**src/design/circle_rect_push_out_accumulator_unit_macros.svh**
```systemverilog
// assertion macros for the circle/rectangle push-out accumulator
// no dependencies; included by files that carry concurrent checks
`ifndef CIRCLE_RECT_PUSH_OUT_ACCUMULATOR_UNIT_MACROS_SVH
`define CIRCLE_RECT_PUSH_OUT_ACCUMULATOR_UNIT_MACROS_SVH
`ifndef SYNTHESIS
`define CRPA_ASSERT_IMPL(label, clk, rst_n, ante, cons) \
  label: assert property (@(posedge clk) disable iff (!rst_n) (ante) |-> (cons)) \
    else $error("crpa check failed");
`define CRPA_ASSERT_NEXT(label, clk, rst_n, ante, cons) \
  label: assert property (@(posedge clk) disable iff (!rst_n) (ante) |=> (cons)) \
    else $error("crpa check failed");
`else
`define CRPA_ASSERT_IMPL(label, clk, rst_n, ante, cons)
`define CRPA_ASSERT_NEXT(label, clk, rst_n, ante, cons)
`endif
`endif

```
**src/design/crpa_pkg.sv**
```systemverilog
// shared types and constants for the push-out accumulator
// no dependencies
`default_nettype none
package crpa_pkg;

  localparam int QUEUE_AW    = 3;
  localparam int QUEUE_DEPTH = 1 << QUEUE_AW;
  localparam int CNT_W       = QUEUE_AW + 1;

  typedef enum logic [1:0] {
    SIDE_LEFT   = 2'd0,
    SIDE_RIGHT  = 2'd1,
    SIDE_TOP    = 2'd2,
    SIDE_BOTTOM = 2'd3
  } crpa_side_t;

  typedef struct packed {
    logic       hit;
    logic       last;
    crpa_side_t side;
  } crpa_ctl_t;

  typedef struct packed {
    logic full;
    logic empty;
  } crpa_qstat_t;

endpackage
`default_nettype wire

```
**src/design/crpa_queue.sv**
```systemverilog
// short queue between front pipeline and accumulator
// depends on crpa_pkg
`default_nettype none
module crpa_queue #(
  parameter int WIDTH = 38
) (
  input  logic                  clk,
  input  logic                  rst_n,
  input  logic                  wr_en,
  input  logic [WIDTH-1:0]      wr_data,
  input  logic                  rd_en,
  output logic [WIDTH-1:0]      rd_data,
  output crpa_pkg::crpa_qstat_t stat
);
  import crpa_pkg::*;

  logic [WIDTH-1:0]    mem_r [QUEUE_DEPTH];
  logic [QUEUE_AW-1:0] wr_ptr_r, wr_ptr_nxt, rd_ptr_r, rd_ptr_nxt;
  logic [CNT_W-1:0]    cnt_r, cnt_nxt;

  always_comb begin
    wr_ptr_nxt = wr_en ? wr_ptr_r + 1'b1 : wr_ptr_r;
    rd_ptr_nxt = rd_en ? rd_ptr_r + 1'b1 : rd_ptr_r;
    cnt_nxt    = cnt_r + CNT_W'(wr_en) - CNT_W'(rd_en);
    stat.full  = (cnt_r == CNT_W'(QUEUE_DEPTH));
    stat.empty = (cnt_r == '0);
    rd_data    = mem_r[rd_ptr_r];
  end

  always_ff @(posedge clk) begin
    if (!rst_n) begin
      wr_ptr_r <= '0;
      rd_ptr_r <= '0;
      cnt_r    <= '0;
    end else begin
      wr_ptr_r <= wr_ptr_nxt;
      rd_ptr_r <= rd_ptr_nxt;
      cnt_r    <= cnt_nxt;
    end
  end

  always_ff @(posedge clk) begin
    if (wr_en) begin
      mem_r[wr_ptr_r] <= wr_data;
    end
  end

endmodule
`default_nettype wire

```
**config.mk**
```make
export PLATFORM = sky130hd
export DESIGN_NAME = crpa_queue
export DESIGN_NICKNAME = d
export VERILOG_FILES = /design/src/design/circle_rect_push_out_accumulator_unit_macros.svh /design/src/design/crpa_pkg.sv /design/src/design/crpa_queue.sv
export SDC_FILE = /design/constraint.sdc
export NUM_CORES = 1
export LEC_CHECK = 0
export BUFFER_PORTS_ARGS = -buffer_cell sky130_fd_sc_hd__buf_2
export CAP_MARGIN = 20
export CELL_PAD_IN_SITES_DETAIL_PLACEMENT = 0
export CELL_PAD_IN_SITES_GLOBAL_PLACEMENT = 1
export CORE_MARGIN = 2
export CORE_UTILIZATION = 30
export DETAILED_ROUTE_END_ITERATION = 8
export PLACE_DENSITY_LB_ADDON = 0.3
export SYNTH_ARGS = -nofsm -noshare
export SYNTH_HDL_FRONTEND = slang
export SYNTH_SLANG_ARGS = --single-unit
```
**constraint.sdc**
```tcl
create_clock -name clk -period 5.5 [get_ports clk]
set_clock_uncertainty 0.05 [all_clocks]
set_input_delay 1.1 -clock clk [delete_from_list [all_inputs] [get_ports clk]]
set_output_delay 1.1 -clock clk [all_outputs]
set_load 0.02 [all_outputs]
```
==> out/results.txt <==
Slew Viols, Final: 0
number of I/O pins: 82
area leader, netlist: edfxtp_1
Reg clk slew, reported paths: 60 ps
# port buffers: 81
initial core utilization: 30.2%
GPL Wtd Cong: 0.678
Post-Route WL: 25500 um
most common cell after layout, fill and taps aside: edfxtp_1
post-CTS sizing: 0
WP data required: 4350 ps
TritonCTS buffer count: 35
post-DP HPWL: 14500 um
Reg area: 0.00940 mm^2
Yosys top cell area share: 74.3%
Fin. Hold Viols: 0
mean area per synthesized cell: 24.2 um^2
die height: 206 um
fillers: 3736
CP Launch Type: flip-flop
Hold Path Origin: rd_ptr_r[1]
crit-path max FO: 41
yosys warns: 0
via/cell ratio: 4.57
Detail Route Antenna Nets: 0
synthesis-stage register bit count: 317
setup_tns: 0 ps
crit path kind: flip-flop to primary output
Critical R2R Launch: wr_ptr_r[0]
Mapped Nets: 559
Syn Inst Count: 508
Final Util: 35.6%
Root Driver: clkbuf_16
remaining global-route overflow: 0
CP Capture Type: primary output
max cap viols: 0
FF-to-FF setup slack: 3160 ps
Core ar.: 0.0406 mm^2
Placed Cells: 1113
Tightest Pin Transition: 1040 ps
vias in the first global route: 6012
status: finished clean
H-tree Lvls: 2
Synth cell types: 26
CTS tree: done
sequential share of the synthesized area: 76.4%
Hold Path Class: flip-flop to flip-flop
hold path depth: 2
Cell Rows: 74
vias after detailed routing: 5371
chip width: 206 um
Power Density: 382 mW/mm^2
Max rail drop VDD: 0.180 mV
worst skew pair latency: 490 ps
routed len/inst: 21.7 um
Final setup violation count: 0
die area: 0.0426 mm^2
CTS Hold Bufs: 0
global-route wire length before repair: 37600 um
multi-input combinational cell area: 0.00273 mm^2
GRT Util Overall: 12.3%
r2r endpoint: mem_r[1][28]
Leak Pwr: 4.73 nW
top cells by area, synth: edfxtp_1, mux4_2, mux2_4
clock net sink count: 317
Final Net Count: 669
Max clock buf depth: 3
share of layout cells above drive strength 1: 40.5%
min Tclk post-route: 4000 ps
R2R depth: 3
Initial DRC Count: 363
Tcrit/Tclk final: 72.7%
mapped cell area: 0.0123 mm^2
DR pass1 iterations: 4
CP Data Arrival Time: 2850 ps
DRC Markers: 0
Area Overhead vs Synth: 17.9%
initial antenna violation count: 5
largest net degree at the start of global routing: 58
RSZ-0062 raised after global routing: false
Max-slew headroom: 30.8%
postcts setup bufs: 0
non-filler cells, final: 1175
Peak Freq: 250 MHz
commonest non-fill, non-tap cells in the layout: edfxtp_1, buf_2, mux4_2
## metal layers
metal / routed length [um] / up-vias / GRT usage (%)
met2: 12600 / 112 / 20.8
met3: 1290 / 38 / 2.89
met4: 394 / 6 / 3.14
met5: 41 / - / 0
li1: - / 2358 / -
met1: 11100 / 2857 / 15.9
## synthesized netlist by cell type
cell,n
mux4_1,11
dfxtp_1,13
buf_6,1
clkbuf_4,2
inv_1,7
and3_1,2
and2_1,7
buf_12,5
mux2_4,36
ha_1,8
buf_2,11
mux4_2,65
mux2_2,2
nor2_1,6
nand2b_1,4
xor2_1,2
nor2b_1,3
nor3_1,2
mux2i_1,3
nand2_1,5
a21oi_1,1
edfxtp_1,304
clkbuf_1,3
fa_1,1
a21o_1,1
xnor2_1,3
## final cells by class
class                   instances  area share (%)
clock buffers                  47            6.87
diodes                          1          0.0173
flip-flops and latches        317            64.9
multi-input cells             162            18.9
repair buffers                 95            3.66
inverters                       7           0.182
clock inverters                14           0.882
well taps                     532            4.60
## cells by family (layout without fill, tap and decap cells)
| family | count (synthesis) | after routing | share of synthesized area (%) |
|---|---|---|---|
| fa+ha+maj | 9 | 9 | 0.978 |
| xor+xnor | 5 | 5 | 0.357 |
| flops | 317 | 317 | 76.4 |
| buf+inv | 29 | 163 | 1.78 |
| compound gates | 2 | 2 | 0.102 |
| other cells | 0 | 1 | 0 |
| mux | 117 | 117 | 19.1 |
| simple gates | 29 | 29 | 1.23 |
## report_power, final
| part | total, mW | internal (mW) | leakage, nW | switching (mW) |
|---|---|---|---|---|
| Clock | 2.25 | 1.37 | 0.552 | 0.886 |
| Sequential | 2.78 | 2.72 | 2.87 | 0.0573 |
| Combinational | 0.507 | 0.249 | 1.31 | 0.258 |
## how the worst max path moves through the flow
stage | start | end | slack (ps) | cells after the start
6_report | flip-flop | rd_data[26] | 1500 | 4
5_1_grt | flip-flop | rd_data[26] | 1290 | 4
4_1_cts | flip-flop | rd_data[26] | 1400 | 4
3_5_place_dp | flip-flop | rd_data[26] | 1940 | 4
3_3_place_gp | flip-flop | rd_data[24] | 1940 | 4
2_1_floorplan | wr_en | mem_r[0][0] | 1170 | 2
## sequential cells by signal, indices dropped and copies added, names as in the netlist, named ones only
register / count
mem_r: 304
wr_ptr_r: 3
rd_ptr_r: 3
cnt_r: 4
## worst max-delay path, stage by stage, from the launching register on
cell and delay (ps):
dfxtp_4 880, buf_4 420, mux4_1 580, mux2_4 270
buf_2 160
## stage by stage
stage | hold WS (ps) | power (mW) | worst slack, ps | cell area, um^2
floorplan | 462 | 3.18 | 1170 | 12300
global placement | 472 | 3.33 | 1940 | 13300
detailed placement | 499 | 3.35 | 1940 | 13400
CTS | 508 | 5.62 | 1400 | 14500
global route | 558 | 5.76 | 1290 | 14500
finish | 504 | 5.54 | 1500 | 14500
Power figures use the tool's default switching activity.
