File: src/design/circle_rect_push_out_accumulator_unit_macros.svh
// assertion macros for the circle/rectangle push-out accumulator
// no dependencies; included by files that carry concurrent checks
`ifndef CIRCLE_RECT_PUSH_OUT_ACCUMULATOR_UNIT_MACROS_SVH
`define CIRCLE_RECT_PUSH_OUT_ACCUMULATOR_UNIT_MACROS_SVH
`ifndef SYNTHESIS
`define CRPA_ASSERT_IMPL(label, clk, rst_n, ante, cons) \
  label: assert property (@(posedge clk) disable iff (!rst_n) (ante) |-> (cons)) \
    else $error("crpa check failed");
`define CRPA_ASSERT_NEXT(label, clk, rst_n, ante, cons) \
  label: assert property (@(posedge clk) disable iff (!rst_n) (ante) |=> (cons)) \
    else $error("crpa check failed");
`else
`define CRPA_ASSERT_IMPL(label, clk, rst_n, ante, cons)
`define CRPA_ASSERT_NEXT(label, clk, rst_n, ante, cons)
`endif
`endif

File: src/design/crpa_pkg.sv
// shared types and constants for the push-out accumulator
// no dependencies
`default_nettype none
package crpa_pkg;

  localparam int QUEUE_AW    = 3;
  localparam int QUEUE_DEPTH = 1 << QUEUE_AW;
  localparam int CNT_W       = QUEUE_AW + 1;

  typedef enum logic [1:0] {
    SIDE_LEFT   = 2'd0,
    SIDE_RIGHT  = 2'd1,
    SIDE_TOP    = 2'd2,
    SIDE_BOTTOM = 2'd3
  } crpa_side_t;

  typedef struct packed {
    logic       hit;
    logic       last;
    crpa_side_t side;
  } crpa_ctl_t;

  typedef struct packed {
    logic full;
    logic empty;
  } crpa_qstat_t;

endpackage
`default_nettype wire

File: src/design/crpa_back.sv
// accumulator: saturating push sums and the result register
// depends on crpa_pkg
`default_nettype none
module crpa_back #(
  parameter int COORD_BITS = 32,
  localparam int DW = COORD_BITS + 2
) (
  input  logic                         clk,
  input  logic                         rst_n,
  input  logic                         head_vld,
  input  crpa_pkg::crpa_ctl_t          head_ctl,
  input  logic signed [DW-1:0]         head_best,
  output logic                         pop,
  output logic                         out_tvalid,
  input  logic                         out_tready,
  output logic signed [COORD_BITS-1:0] push_x,
  output logic signed [COORD_BITS-1:0] push_y
);
  import crpa_pkg::*;

  localparam int CW = COORD_BITS;
  localparam int TW = CW + 4;
  localparam logic signed [TW-1:0] SAT_HI = {5'b00000, {(CW-1){1'b1}}};
  localparam logic signed [TW-1:0] SAT_LO = {5'b11111, {(CW-1){1'b0}}};

  logic signed [CW-1:0] sum_x_r, sum_x_nxt, sum_y_r, sum_y_nxt;
  logic signed [CW-1:0] push_x_r, push_x_nxt, push_y_r, push_y_nxt;
  logic                 out_vld_r, out_vld_nxt;
  logic                 on_y, neg, add_en, emit;
  logic signed [DW:0]   best_e, delta;
  logic signed [CW-1:0] acc, sat, upd_x, upd_y;
  logic signed [TW-1:0] total;

  always_comb begin
    pop    = head_vld && (!head_ctl.last || !out_vld_r || out_tready);
    on_y   = head_ctl.side inside {SIDE_TOP, SIDE_BOTTOM};
    neg    = head_ctl.side inside {SIDE_LEFT, SIDE_TOP};
    best_e = (DW+1)'(head_best);
    delta  = neg ? -best_e : best_e;
    acc    = on_y ? sum_y_r : sum_x_r;
    total  = TW'(acc) + TW'(delta);
    if (total > SAT_HI) begin
      sat = SAT_HI[CW-1:0];
    end else if (total < SAT_LO) begin
      sat = SAT_LO[CW-1:0];
    end else begin
      sat = total[CW-1:0];
    end
    add_en = pop && head_ctl.hit;
    emit   = pop && head_ctl.last;
    upd_x  = (add_en && !on_y) ? sat : sum_x_r;
    upd_y  = (add_en && on_y) ? sat : sum_y_r;
    sum_x_nxt  = emit ? '0 : upd_x;
    sum_y_nxt  = emit ? '0 : upd_y;
    push_x_nxt = emit ? upd_x : push_x_r;
    push_y_nxt = emit ? upd_y : push_y_r;
    if (emit) begin
      out_vld_nxt = 1'b1;
    end else if (out_tready) begin
      out_vld_nxt = 1'b0;
    end else begin
      out_vld_nxt = out_vld_r;
    end
  end

  always_ff @(posedge clk) begin
    if (!rst_n) begin
      sum_x_r   <= '0;
      sum_y_r   <= '0;
      out_vld_r <= 1'b0;
    end else begin
      sum_x_r   <= sum_x_nxt;
      sum_y_r   <= sum_y_nxt;
      out_vld_r <= out_vld_nxt;
    end
  end

  always_ff @(posedge clk) begin
    push_x_r <= push_x_nxt;
    push_y_r <= push_y_nxt;
  end

  assign out_tvalid = out_vld_r;
  assign push_x     = push_x_r;
  assign push_y     = push_y_r;

endmodule
`default_nettype wire

File: config.mk
export PLATFORM = sky130hd
export DESIGN_NAME = crpa_back
export DESIGN_NICKNAME = d
export VERILOG_FILES = /design/src/design/circle_rect_push_out_accumulator_unit_macros.svh /design/src/design/crpa_pkg.sv /design/src/design/crpa_back.sv
export SDC_FILE = /design/constraint.sdc
export NUM_CORES = 1
export LEC_CHECK = 0
export ABC_CLOCK_PERIOD_IN_PS = 12200
export BUFFER_PORTS_ARGS = -buffer_cell sky130_fd_sc_hd__buf_2
export CORE_MARGIN = 3
export CORE_UTILIZATION = 65
export CTS_BUF_LIST = sky130_fd_sc_hd__clkbuf_2
export DETAILED_ROUTE_END_ITERATION = 12
export PLACE_DENSITY_LB_ADDON = 0.15
export SYNTH_ARGS = -nofsm -noshare
export SYNTH_HDL_FRONTEND = slang
export SYNTH_SLANG_ARGS = --single-unit
File: constraint.sdc
create_clock -name clk -period 12.2 [get_ports clk]
set_clock_uncertainty 0.15 [all_clocks]
set_input_delay 1.22 -clock clk [delete_from_list [all_inputs] [get_ports clk]]
set_output_delay 1.22 -clock clk [all_outputs]
set_load 0.005 [all_outputs]
==> out/qor.log, run 1 <==
[synth] number of distinct library cells after synthesis 58
[placement] number of buffers inserted by port buffering 107
[cts] clock latency on the worst-skew pair 0.64 ns
[global_route] initial antenna violation count 0
[synth] register bit total from synthesis 129
[worst_setup_path] CP Capture Type register
[cts] Num CTS Buffers 17
[final_layout] leading cell type in the layout, fill and taps excluded sky130_fd_sc_hd__a21oi_1
[worst_setup_path] Worst Setup SP head_best[2]
[global_route] first-pass GRT wire length 33.9 mm
[synth] Net Count, Synth 939
[cts] number of gates given a new drive strength after cts 0
[synth] count of flip-flops with a built-in enable after synthesis 64
[timing] Final Cycle Share 49.0%
[synth] register area share after synthesis 40.9%
[timing] tightest slew margin relative to the limit 37.7%
[detailed_routing] total DRC errors in the routed layout 0
[floorplan] die span in x 116 microns
[synth] synthesized-area fraction occupied by ao, oa, aoi and oai cells 23.3%
[final_layout] fraction of final layout cells with drive strength greater than 1 22.9%
[placement] pre-CTS setup slack 5.61 ns
[global_route] total global routing overflow 0
[timing] Worst Hold Slack 0.371 ns
[cts] htree depth 4
[cts] hold_buf cts 0
[floorplan] Placeable Area 11600 sq um
[synth] number of warnings issued by yosys 0
[timing] Setup TNS 0 ns
[global_route] largest net degree at the start of global routing 66
[worst_setup_path] maximum fanout along the worst path 50
[cts] clock sink total 129
[worst_setup_path] endpoint arrival time on the critical path 6.20 ns
[cts] Max Buffers Root-to-Sink 2
[synth] biggest area consumer among synthesized cells sky130_fd_sc_hd__edfxtp_1
[detailed_routing] number of vias per cell after detailed routing 6.52
[floorplan] count of standard-cell rows 39
[detailed_routing] via count of the routed design 7196
[synth] synthesized instance count 860
[pwr] power per cell area 115 nW/um^2
[pwr] leakage dissipation 3.51 nW
[timing] measured slew at the worst slew-check pin 0.934 ns
[placement] post-placement cell count 1072
[min_path] Hold/Removal Path Class reg2reg
[global_route] number of global-route vias before repair 6646
[synth] main area contributors after synthesis sky130_fd_sc_hd__edfxtp_1 24%, sky130_fd_sc_hd__dfxtp_1 16%, sky130_fd_sc_hd__a21oi_1 7.6%
[timing] count of endpoints failing setup in the final report 0
[min_path] hold wc startpoint sum_y_r[1]
[flow_run] count of maximum capacitance violations 0
[synth] synthesized-area fraction occupied by adder cells 5.96%
[final_layout] number of fillers in the final layout 852
[worst_setup_path] worst setup path class in2reg
[synth] top flip-flop cell by instance count after synthesis sky130_fd_sc_hd__dfxtp_1
[final_layout] commonest cells after routing, fill and taps aside 120 x sky130_fd_sc_hd__a21oi_1, 113 x sky130_fd_sc_hd__nor2_1, 107 x sky130_fd_sc_hd__buf_2, 65 x sky130_fd_sc_hd__dfxtp_1
[status] outcome complete, no violations
[floorplan] area of the die 13500 sq um
[floorplan] Die Span Y 116 microns
[synth] share of the synthesized area in the top cell type 24.4%
[synth] combined area of all synthesized cells 7890 sq um
[worst_setup_path] Reg2Reg Launch Point sum_y_r[0]
[worst_setup_path] startpoint types input pin
[timing] timing-limited maximum frequency 0.167 GHz
[detailed_routing] Total Routed Length 21.3 mm
[pwr] Final Total Pwr 993 uW
[timing] minimum clock period after layout 5.98 ns
[cts] Clock Root Buffer sky130_fd_sc_hd__clkbuf_2
[synth] post-synthesis mux area share 4.71%
[global_route] overall routing resource usage 32.2%
[pwr] VDD IR max 0.0508 mV
[cts] clock slew at the register clock pins of the worst setup and hold paths 0.15 ns
[detailed_routing] Wirelength per Cell 19.3 microns
[timing] Final Slew Violations 0
[final_layout] post-synthesis to final-layout area growth 9.82%
[cts] CTS tree built
[worst_setup_path] required time of the critical path 12.42 ns
[synth] share of synthesized flip-flops with an asynchronous set or reset 0%
[detailed_routing] number of nets still failing antenna checks after routing 0
[timing] unrepaired setup endpoints after global routing no
[final_layout] post-route non-filler standard cell count 1104
[placement] HPWL after detailed placement 15.9 mm
[final_layout] Post-layout nets 1027
[placement] Final Wtd Congestion 0.943
[cts] number of buffers inserted by post-CTS setup repair 0
[timing] number of endpoints with negative hold slack in the final report 0
[detailed_routing] Starting DRT DRC Count 972
[timing] setup slack of the critical path after layout 6.22 ns
[synth] largest family of logic cells by synthesized area compound AO/OA/AOI/OAI gates
[synth] synthesized area divided by synthesized cell count 9.17 sq um
[floorplan] initial standard-cell utilization of the core 67.9%
[floorplan] I/O pin cnt 108
[synth] synthesized-area fraction occupied by and/or/nand/nor cells 15.3%
[synth] area share of xor/xnor cells in the synthesized design 6.55%
[detailed_routing] detailed-router iteration count before antenna repair 6
sequential cells by signal (all words and copies together), names as in the netlist:
name and count:
push_y 32, push_x 32, out_tvalid 1, sum_x_r 32, sum_y_r 32
power by group:
part	switching (mW)	internal [mW]
clock network	0.143	0.0729
logic	0.196	0.0949
registers	0.00827	0.479
kinds of logic after synthesis:
kind of cell / count (synthesis)
and+or+nand+nor: 263
adders and majority gates: 37
AOI/OAI and AO/OA: 279
xor gates and xnor gates: 59
DFF: 129
buffers and inverters: 60
muxes: 33
metal layers:
| metal | up-vias | track usage, % | part of all wire [%] |
|---|---|---|---|
| li1 | 3345 | - | - |
| met2 | 427 | 51.6 | 46 |
| met5 | - | 0 | 0 |
| met3 | 23 | 4.09 | 9.6 |
| met4 | 0 | 6.34 | 0.98 |
| met1 | 3401 | 47.6 | 44 |
synth_stat cells, types with 3 or more instances:
| master | count |
|---|---|
| sky130_fd_sc_hd__a21oi_1 | 120 |
| sky130_fd_sc_hd__nor2_1 | 116 |
| sky130_fd_sc_hd__dfxtp_1 | 65 |
| sky130_fd_sc_hd__nand2_1 | 65 |
| sky130_fd_sc_hd__edfxtp_1 | 64 |
| sky130_fd_sc_hd__a211oi_1 | 41 |
| sky130_fd_sc_hd__xor2_1 | 39 |
| sky130_fd_sc_hd__o21ai_0 | 37 |
| sky130_fd_sc_hd__ha_1 | 36 |
| sky130_fd_sc_hd__mux2_2 | 33 |
| sky130_fd_sc_hd__clkbuf_1 | 28 |
| sky130_fd_sc_hd__a211oi_2 | 21 |
| sky130_fd_sc_hd__xnor2_1 | 20 |
| sky130_fd_sc_hd__nor3_1 | 19 |
| sky130_fd_sc_hd__inv_1 | 16 |
| sky130_fd_sc_hd__nand3_1 | 14 |
| sky130_fd_sc_hd__buf_2 | 11 |
| sky130_fd_sc_hd__a31oi_1 | 10 |
| sky130_fd_sc_hd__nand2_4 | 9 |
| sky130_fd_sc_hd__a21o_1 | 7 |
| sky130_fd_sc_hd__and2_1 | 7 |
| sky130_fd_sc_hd__and3_1 | 6 |
| sky130_fd_sc_hd__o211ai_1 | 6 |
| sky130_fd_sc_hd__o21a_1 | 6 |
| sky130_fd_sc_hd__a21boi_0 | 5 |
| sky130_fd_sc_hd__nand4_1 | 5 |
| sky130_fd_sc_hd__nor4_1 | 5 |
| sky130_fd_sc_hd__nor2b_1 | 4 |
| sky130_fd_sc_hd__o21ai_1 | 4 |
| sky130_fd_sc_hd__buf_1 | 3 |
| sky130_fd_sc_hd__nand2b_1 | 3 |
| sky130_fd_sc_hd__o31ai_1 | 3 |
critical path: stages:
cell and delay, ns:
sky130_fd_sc_hd__buf_2 0.13, sky130_fd_sc_hd__nor3_1 0.32, sky130_fd_sc_hd__nand2_1 0.13, sky130_fd_sc_hd__nor3_1 0.25, sky130_fd_sc_hd__and3_1 0.31, sky130_fd_sc_hd__nand2_1 0.12, sky130_fd_sc_hd__nor4_1 0.23, sky130_fd_sc_hd__nor2_1 0.09
sky130_fd_sc_hd__xor2_1 0.24, sky130_fd_sc_hd__ha_1 0.34, sky130_fd_sc_hd__a21oi_1 0.29, sky130_fd_sc_hd__o21ai_0 0.21, sky130_fd_sc_hd__a32o_1 0.34, sky130_fd_sc_hd__or4_1 0.42, sky130_fd_sc_hd__o211ai_1 0.23, sky130_fd_sc_hd__a41oi_2 0.43
sky130_fd_sc_hd__nor2_4 0.19, sky130_fd_sc_hd__buf_4 0.52, sky130_fd_sc_hd__a21oi_1 0.17
worst paths after layout:
| check | end | slack (ns) | cells after the start |
|---|---|---|---|
| max | push_x[16] | 6.22 | 19 |
| min | sum_y_r[1] | 0.37 | 2 |
| max reg2reg | push_x[16] | 7.48 | 13 |
| min reg2reg | sum_y_r[1] | 0.37 | 2 |
final cells by class:
type	count	area [sq um]	area share (%)
multi-input combinational	671	4440	51.2
clock inverter	9	68.8	0.794
antenna	1	2.50	0.0289
inverter	16	60.1	0.693
sequential	129	3220	37.2
clock buffer	22	110	1.27
timing repair buffer	113	581	6.70
tap	143	179	2.07
through the flow:
| step | utilization, % | area, sq um |
|---|---|---|
| CTS | 74.6 | 8660 |
| global placement | 73.0 | 8480 |
| global route | 74.6 | 8660 |
| detailed placement | 73.0 | 8480 |
| floorplan | - | 7890 |
| finish | 74.6 | 8660 |
(Power assumes the default switching activity.)
==> run 2: changes to the inputs <==
--- a/config.mk
+++ b/config.mk
@@ -5,10 +5,10 @@
 export SDC_FILE = /design/constraint.sdc
 export NUM_CORES = 1
 export LEC_CHECK = 0
-export ABC_CLOCK_PERIOD_IN_PS = 12200
+export ABC_CLOCK_PERIOD_IN_PS = 4950
 export BUFFER_PORTS_ARGS = -buffer_cell sky130_fd_sc_hd__buf_2
 export CORE_MARGIN = 3
-export CORE_UTILIZATION = 65
+export CORE_UTILIZATION = 54
 export CTS_BUF_LIST = sky130_fd_sc_hd__clkbuf_2
 export DETAILED_ROUTE_END_ITERATION = 12
 export PLACE_DENSITY_LB_ADDON = 0.15
==> constraint.sdc (replaced) <==
create_clock -name clk -period 4.95 [get_ports clk]
set_clock_uncertainty 0.15 [all_clocks]
set_input_delay 0.495 -clock clk [delete_from_list [all_inputs] [get_ports clk]]
set_output_delay 0.495 -clock clk [all_outputs]
set_load 0.005 [all_outputs]
==> run 2 against run 1 <==
Compared with the run above: non-clock buffer count up 73; via count about the same; worst setup slack worse by 5.8 ns; die area up 19%; final cell count up 10%; register-to-register slack worse by 6.6 ns; clock power rose to 2.8 times the previous value; largest power group unchanged.
==> out/qor.log, run 2 (same netlist as run 1, synthesis figures left out) <==
[detailed_routing] total DRC errors in the routed layout 0
[timing] setup slack of the critical path after layout 0.458 ns
[worst_setup_path] CP Capture Type register
[final_layout] number of fillers in the final layout 1198
[detailed_routing] Total Routed Length 20.9 mm
[pwr] Final Total Pwr 2.60 mW
[global_route] initial antenna violation count 1
[timing] Worst Hold Slack 0.221 ns
[detailed_routing] top metal layer carrying routed signals met4
[worst_setup_path] startpoint types input pin
[pwr] leakage dissipation 3.89 nW
[floorplan] Die Span Y 127 microns
[timing] unrepaired setup endpoints after global routing no
[worst_setup_path] worst setup path class in2reg
[pwr] power per cell area 277 nW/um^2
[cts] Clock Root Buffer sky130_fd_sc_hd__clkbuf_2
[timing] tightest slew margin relative to the limit 25.0%
[final_layout] leading cell type in the layout, fill and taps excluded sky130_fd_sc_hd__a21oi_1
[placement] pre-CTS setup slack -0.217 ns
[timing] number of endpoints with negative hold slack in the final report 0
[timing] Final Cycle Share 90.7%
[timing] timing-limited maximum frequency 0.223 GHz
[pwr] VDD IR max 0.162 mV
[final_layout] post-synthesis to final-layout area growth 18.7%
[cts] number of gates given a new drive strength after cts 0
[flow_run] count of maximum capacitance violations 0
[final_layout] combined flip-flop and latch cell area 3220 sq um
[floorplan] area of the die 16100 sq um
[detailed_routing] length of routed met2 wiring 8.88 mm
[floorplan] I/O pin cnt 108
[placement] Final Wtd Congestion 0.965
[global_route] number of global-route vias before repair 6431
[global_route] total global routing overflow 0
[timing] Setup TNS 0 ns
[cts] clock slew at the register clock pins of the worst setup and hold paths 0.19 ns
[final_layout] area taken by multi-input logic gates 4440 sq um
[global_route] first-pass GRT wire length 33.4 mm
[placement] number of buffers inserted by port buffering 107
[placement] post-placement cell count 1180
[timing] count of endpoints failing setup in the final report 0
[timing] Final Slew Violations 0
[detailed_routing] via count of the routed design 7203
[global_route] overall routing resource usage 25.9%
[cts] CTS tree built
[final_layout] fraction of final layout cells with drive strength greater than 1 28.4%
[cts] number of buffers inserted by post-CTS setup repair 0
[detailed_routing] routed wire length on met3 1.64 mm
[final_layout] Post-layout nets 1100
[worst_setup_path] endpoint arrival time on the critical path 4.86 ns
[detailed_routing] detailed-router iteration count before antenna repair 6
[worst_setup_path] required time of the critical path 5.32 ns
[final_layout] post-route non-filler standard cell count 1215
[cts] Num CTS Buffers 17
[cts] Max Buffers Root-to-Sink 2
[detailed_routing] sum of routed wire segments on met1 10.1 mm
[cts] hold_buf cts 2
[cts] clock latency on the worst-skew pair 0.69 ns
[min_path] Hold/Removal Path Class in2reg
[timing] measured slew at the worst slew-check pin 1.13 ns
[floorplan] initial standard-cell utilization of the core 56.0%
[final_layout] commonest cells after routing, fill and taps aside 120 x sky130_fd_sc_hd__a21oi_1, 113 x sky130_fd_sc_hd__nor2_1, 107 x sky130_fd_sc_hd__buf_2, 72 x sky130_fd_sc_hd__buf_4, 65 x sky130_fd_sc_hd__dfxtp_1
[cts] clock sink total 129
[detailed_routing] Wirelength per Cell 17.2 microns
[cts] htree depth 4
[timing] minimum clock period after layout 4.49 ns
[status] outcome complete, no violations
[detailed_routing] number of nets still failing antenna checks after routing 0
[detailed_routing] number of vias per cell after detailed routing 5.93
[floorplan] Placeable Area 14100 sq um
[placement] HPWL after detailed placement 16.0 mm
[detailed_routing] Starting DRT DRC Count 622
[floorplan] die span in x 127 microns
[worst_setup_path] maximum fanout along the worst path 21
[global_route] largest net degree at the start of global routing 49
[floorplan] count of standard-cell rows 43
==> run 2: cell count changes in the layout (fill, tap and decap cells not counted), sizes merged <==
cell,before,now
dlygate4sd3,0,2
clkinvlp,1,3
inv,16,20
buf,113,184
clkbuf,22,17
==> run 2: worst max-delay path, cell delays in order <==
cell,delay (ns)
sky130_fd_sc_hd__buf_2,0.10
sky130_fd_sc_hd__nor3_1,0.28
sky130_fd_sc_hd__nand2_1,0.11
sky130_fd_sc_hd__nor4_1,0.23
sky130_fd_sc_hd__nor2b_1,0.23
sky130_fd_sc_hd__nand2_1,0.11
sky130_fd_sc_hd__nor2_1,0.27
sky130_fd_sc_hd__a21oi_1,0.13
sky130_fd_sc_hd__xor2_1,0.16
sky130_fd_sc_hd__ha_1,0.35
sky130_fd_sc_hd__nand4_1,0.14
sky130_fd_sc_hd__nor3_1,0.31
sky130_fd_sc_hd__a221o_1,0.27
sky130_fd_sc_hd__nor3_1,0.08
sky130_fd_sc_hd__a311oi_2,0.25
sky130_fd_sc_hd__o211ai_1,0.22
sky130_fd_sc_hd__o41ai_4,0.42
sky130_fd_sc_hd__buf_12,0.21
sky130_fd_sc_hd__buf_12,0.17
sky130_fd_sc_hd__nand2_4,0.07
sky130_fd_sc_hd__a21oi_1,0.23
==> run 2: cell type report <==
| type | instances | share of cell area [%] |
|---|---|---|
| clock buffers | 17 | 0.909 |
| multi-input cells | 671 | 47.4 |
| repair buffers | 186 | 12.8 |
| clock inverters | 15 | 1.43 |
| inverters | 16 | 0.641 |
| flip-flops and latches | 129 | 34.4 |
| well taps | 180 | 2.41 |
| diodes | 1 | 0.0267 |
==> run 2: report_power, final <==
| part | leakage (nW) | internal (mW) | switching [mW] |
|---|---|---|---|
| combinational | 2.62 | 0.308 | 0.491 |
| sequential | 1.14 | 1.18 | 0.0182 |
| clock | 0.131 | 0.185 | 0.415 |
| total | 3.89 | 1.67 | 0.924 |
==> run 2: per-stage QoR <==
stage	utilization, %	cell area (sq um)
after floorplan	-	7890
after global placement	64.7	9120
after detailed placement	64.7	9120
after CTS	66.4	9360
after global routing	66.4	9360
final	66.4	9360
==> run 2: path summary, 6_finish.rpt <==
check,startpoint,end,slack (ns),cells after the start
max reg2reg,sum_y_r[0],push_y[17],0.90,14
min reg2reg,sum_x_r[0],sum_x_r[0],0.36,2
max,head_best[16],push_y[17],0.46,21
min,head_best[0],sum_y_r[0],0.22,4
==> run 2: per-layer routing <==
layer / GRT usage [%] / vias to the layer above
met2: 37.3 / 326
met3: 5.05 / 28
met1: 40.1 / 3352
met5: 0 / -
li1: - / 3497
met4: 6.06 / 0
